**config.mk**
```make
export PLATFORM = sky130hd
export DESIGN_NAME = ipv6_hash
export DESIGN_NICKNAME = d
export VERILOG_FILES = /design/src/rtl/ipv6_pkg.sv /design/src/rtl/ipv6_hash.sv
export SDC_FILE = /design/constraint.sdc
export NUM_CORES = 2
export LEC_CHECK = 0
export BUFFER_PORTS_ARGS = -buffer_cell sky130_fd_sc_hd__buf_2
export CAP_MARGIN = 20
export CORE_ASPECT_RATIO = 0.75
export CORE_UTILIZATION = 45
export DETAILED_ROUTE_END_ITERATION = 10
export HOLD_SLACK_MARGIN = 0.03
export PLACE_DENSITY_LB_ADDON = 0.2
export SLEW_MARGIN = 0
export SYNTH_ARGS = -nofsm -noshare
export SYNTH_HDL_FRONTEND = slang
export SYNTH_SLANG_ARGS = --single-unit
```
**constraint.sdc**
```tcl
create_clock -name clk -period 9.35 [get_ports clk]
set_input_delay 1.4025 -clock clk [delete_from_list [all_inputs] [get_ports clk]]
set_output_delay 1.4025 -clock clk [all_outputs]
set_load 0.01 [all_outputs]
```
**src/rtl/ipv6_pkg.sv**
```systemverilog
`timescale 1ns / 1ps
package ipv6_pkg;
  localparam int PoolEntries  = 1024;
  localparam int BucketCount  = 4096;
  localparam int EntryW       = $clog2(PoolEntries);
  localparam int LinkW        = $clog2(PoolEntries + 1);
  localparam int BucketW      = $clog2(BucketCount);

  typedef enum logic [1:0] {
    FUNC_LOOKUP = 2'd0,
    FUNC_SET    = 2'd1,
    FUNC_CLEAR  = 2'd2,
    FUNC_SPARE  = 2'd3
  } func_t;

  typedef enum logic [3:0] {
    ST_CLEAR, ST_IDLE, ST_HASH0, ST_HASH1, ST_HASH2, ST_HASH3, ST_HASH4,
    ST_HEAD, ST_HEAD_WAIT, ST_WALK, ST_WALK_WAIT, ST_UPDATE, ST_OUT
  } state_t;

  // bucket index: 64-bit value folded by xor into BucketW bits
  function automatic logic [BucketW-1:0] fold_bits(input logic [63:0] v);
    logic [BucketW-1:0] acc;
    acc = '0;
    for (int i = 0; i < 64; i += BucketW) acc ^= BucketW'(v >> i);
    return acc;
  endfunction
endpackage

```
**src/rtl/ipv6_hash.sv**
```systemverilog
`timescale 1ns / 1ps
module ipv6_hash (
  input  logic                    clk,
  input  logic                    start,
  input  logic [63:0]             addr_hi,
  input  logic [63:0]             addr_lo,
  output logic [ipv6_pkg::BucketW-1:0] bucket
);
  import ipv6_pkg::*;
  // one 32x32 multiply per cycle mixes the folded address
  logic [31:0] fold_r;
  logic [63:0] prod_r;
  always_ff @(posedge clk) begin
    if (start) fold_r <= addr_hi[63:32] ^ addr_hi[31:0] ^ {addr_lo[31:0]} ^ addr_lo[63:32]
                         ^ {addr_lo[15:0], addr_hi[47:32]};
    prod_r <= 64'(fold_r) * 64'h9E3779B9;
  end
  assign bucket = fold_bits(prod_r ^ (prod_r >> 29));
endmodule

```
==> run metrics <==
status complete, no violations; row count 72; die width 266 um; Tmin final 8.08 ns; Setup violations, final 0; First DRT Iteration DRCs 1,140; total track usage 25.5%; Fin Setup TNS 0 ns; wire per inst 21.0 um; residual DRC count 0; syn_nets 3,244; Reg-to-Reg End prod_r[63]; FILL cells 4,805; CTS clock-pin slew for the worst setup and hold paths 0.08 ns; die area 53,200 um^2; CP Capture Type register; Pre-antenna DRT Iters 5; diodes inserted 0; Avg Inst Size Synth 10.6 um^2; Sink Count 96; Synth top area share between 40% and 50%; Post-synth top cells inv_1, fa_1, ha_1; clk_lat worst skew 0.41 ns; Max Clk Rate roughly 0.12 GHz; hold endpoint prod_r[0]; hold depth 1; Post-Route WL 64,400 um; total core area 51,600 um^2; die height 200 um; Final Max Slew Viols 0; HP Class register to register; final net count 3,371; fin util between 40% and 50%; largest net degree at the start of global routing 33; reg2reg setup slack 1.27 ns; crit start category register; initial antenna violation count 1; crit path launch fold_r[23]; first-pass GRT wire length between 90,000 and 100,000 um; Synth Cell Area 23,500 um^2; Root Buffer clkbuf_16; final instance area 25,300 um^2; Setup Crit Path Kind register to register; number of global-route vias before repair about 16,000; most common cell in the netlist inv_1; DP Area 25,000 um^2; gpl congestion between 0.9 and 1; post-synthesis register bit count 96; Slew @ Worst Pin 1.02 ns; clock tree buffer depth 2; H-tree levels 3; CTS buffer count 9; post-detailed-route count of antenna-violating nets 0; top cell type by total area after synthesis fa_1; Worst Path Required 9.66 ns; Gate Count Post-Synth around 2,200; largest cells by area after synthesis fa_1, ha_1, inv_1; Crit path arrival time 8.39 ns; via count 15,400; worst-path maximum fanout 11; vias per cell 5.02; final hold vios 0; number of synthesized flops with an enable pin 32; post-synthesis cell type count 57; Post-DP HPWL between 50,000 and 60,000 um; Tcrit/Tclk final around 86%; Post-synth ARST share 0%; RR Startpoint fold_r[23]; layout cell share with drive strength beyond 1 6.95%; post-CTS setup buffers 0; Max-Cap Viols 0; RSZ-0062 raised after global routing no; synth-to-layout area growth 7.63%; Synth Flop Type dfxtp_1; I/O pin cnt 142; hold_buf cts 0; TritonCTS clock tree done; register area share after synthesis approximately a tenth; I/O Buffers 125; clock skew roughly 0.029 ns; post-cts resize count 0; yosys warns 0; Reg2Reg Depth 24; Setup WS pre-CTS 1.33 ns; worst rel slew slack 31.7%; Initial Util 45.6%; total grt overflow 0; setup ws final approximately 1.3 ns; Hold Startpoint fold_r[0]
logic make-up (layout without fill, tap and decap cells):
group	count (synthesis)	in the layout	share of synthesized area [%]
AO/OA/AOI/OAI	199	199	5.65
XOR/XNOR	219	219	8.15
adder cells (fa/ha/maj)	887	887	62.7
buffers and inverters	689	821	11.0
flip-flops	96	96	9.53
AND/OR/NAND/NOR	137	137	2.95
layout by cell type, fill, tap and decap left out, drive strengths merged, types with 3 or more instances in the layout:
master and instances:
nand3 18, o21a 7, edfxtp 32, dfxtp 64
a211o 3, buf 137, ha 399, xor2 45
nor2b 3, o21bai 14, and2 3, nor2 26
clkbuf 10, nand4 14, o2111ai 3, nand2b 3
a221o 3, a211oi 8, o21ai 41, and3 10
or4 3, nor3 6, xnor2 174, a31oi 10
inv 672, or3 4, fa 488, nand2 42
a21o 31, a21oi 60, o211ai 3
worst max-delay path by stage:
stage	cells after the start	endpoint
after CTS	24	prod_r[63]
after global routing	22	prod_r[63]
after floorplan	25	prod_r[63]
final	24	prod_r[63]
after detailed placement	24	prod_r[63]
after global placement	24	prod_r[63]
metrics by stage:
stage | hold WS [ns] | instances
global placement | 0.664 | 3046
global route | 0.708 | 3062
finish | 0.694 | 3062
floorplan | 0.613 | 2227
CTS | 0.696 | 3062
detailed placement | 0.675 | 3046
worst max-delay path: stages (launching register included):
cell and delay [ns]:
edfxtp_1 0.79, fa_1 0.73, inv_1 0.07, fa_1 0.48, inv_1 0.08, fa_1 0.60, inv_1 0.08, fa_1 0.50
inv_1 0.05, fa_1 0.54, fa_1 0.44, fa_1 0.49, inv_1 0.05, fa_1 0.62, inv_1 0.07, ha_1 0.40
a21oi_1 0.27, o21ai_1 0.14, a211oi_1 0.24, a22oi_1 0.12, a211oi_2 0.36, o21ai_1 0.22, a221o_1 0.34, a21oi_1 0.17
xnor2_1 0.14
flip-flops by register name (all words and copies together), names as in the netlist:
register,count
fold_r,32
prod_r,64
per-layer routing:
layer | vias to the layer above | routed length (um) | global-route usage, %
met4 | 2 | 551 | 3.19
met3 | 45 | 6900 | 8.24
met5 | - | 7 | 0
met1 | 7696 | 31000 | 38.6
li1 | 7072 | - | -
met2 | 568 | 25900 | 36.1
area by class of cell:
class | instances | area [um^2] | area share [%]
Clock inverter | 6 | 50.0 | 0.198
Inverter | 668 | 2510 | 9.90
Tap cell | 703 | 880 | 3.47
Multi-Input combinational cell | 1442 | 18700 | 73.8
Sequential cell | 96 | 2240 | 8.85
Clock buffer | 10 | 229 | 0.904
Timing Repair Buffer | 137 | 716 | 2.83
Power is not shown: default switching activity piles up to over one toggle a cycle in this logic, so the estimate is an artifact.
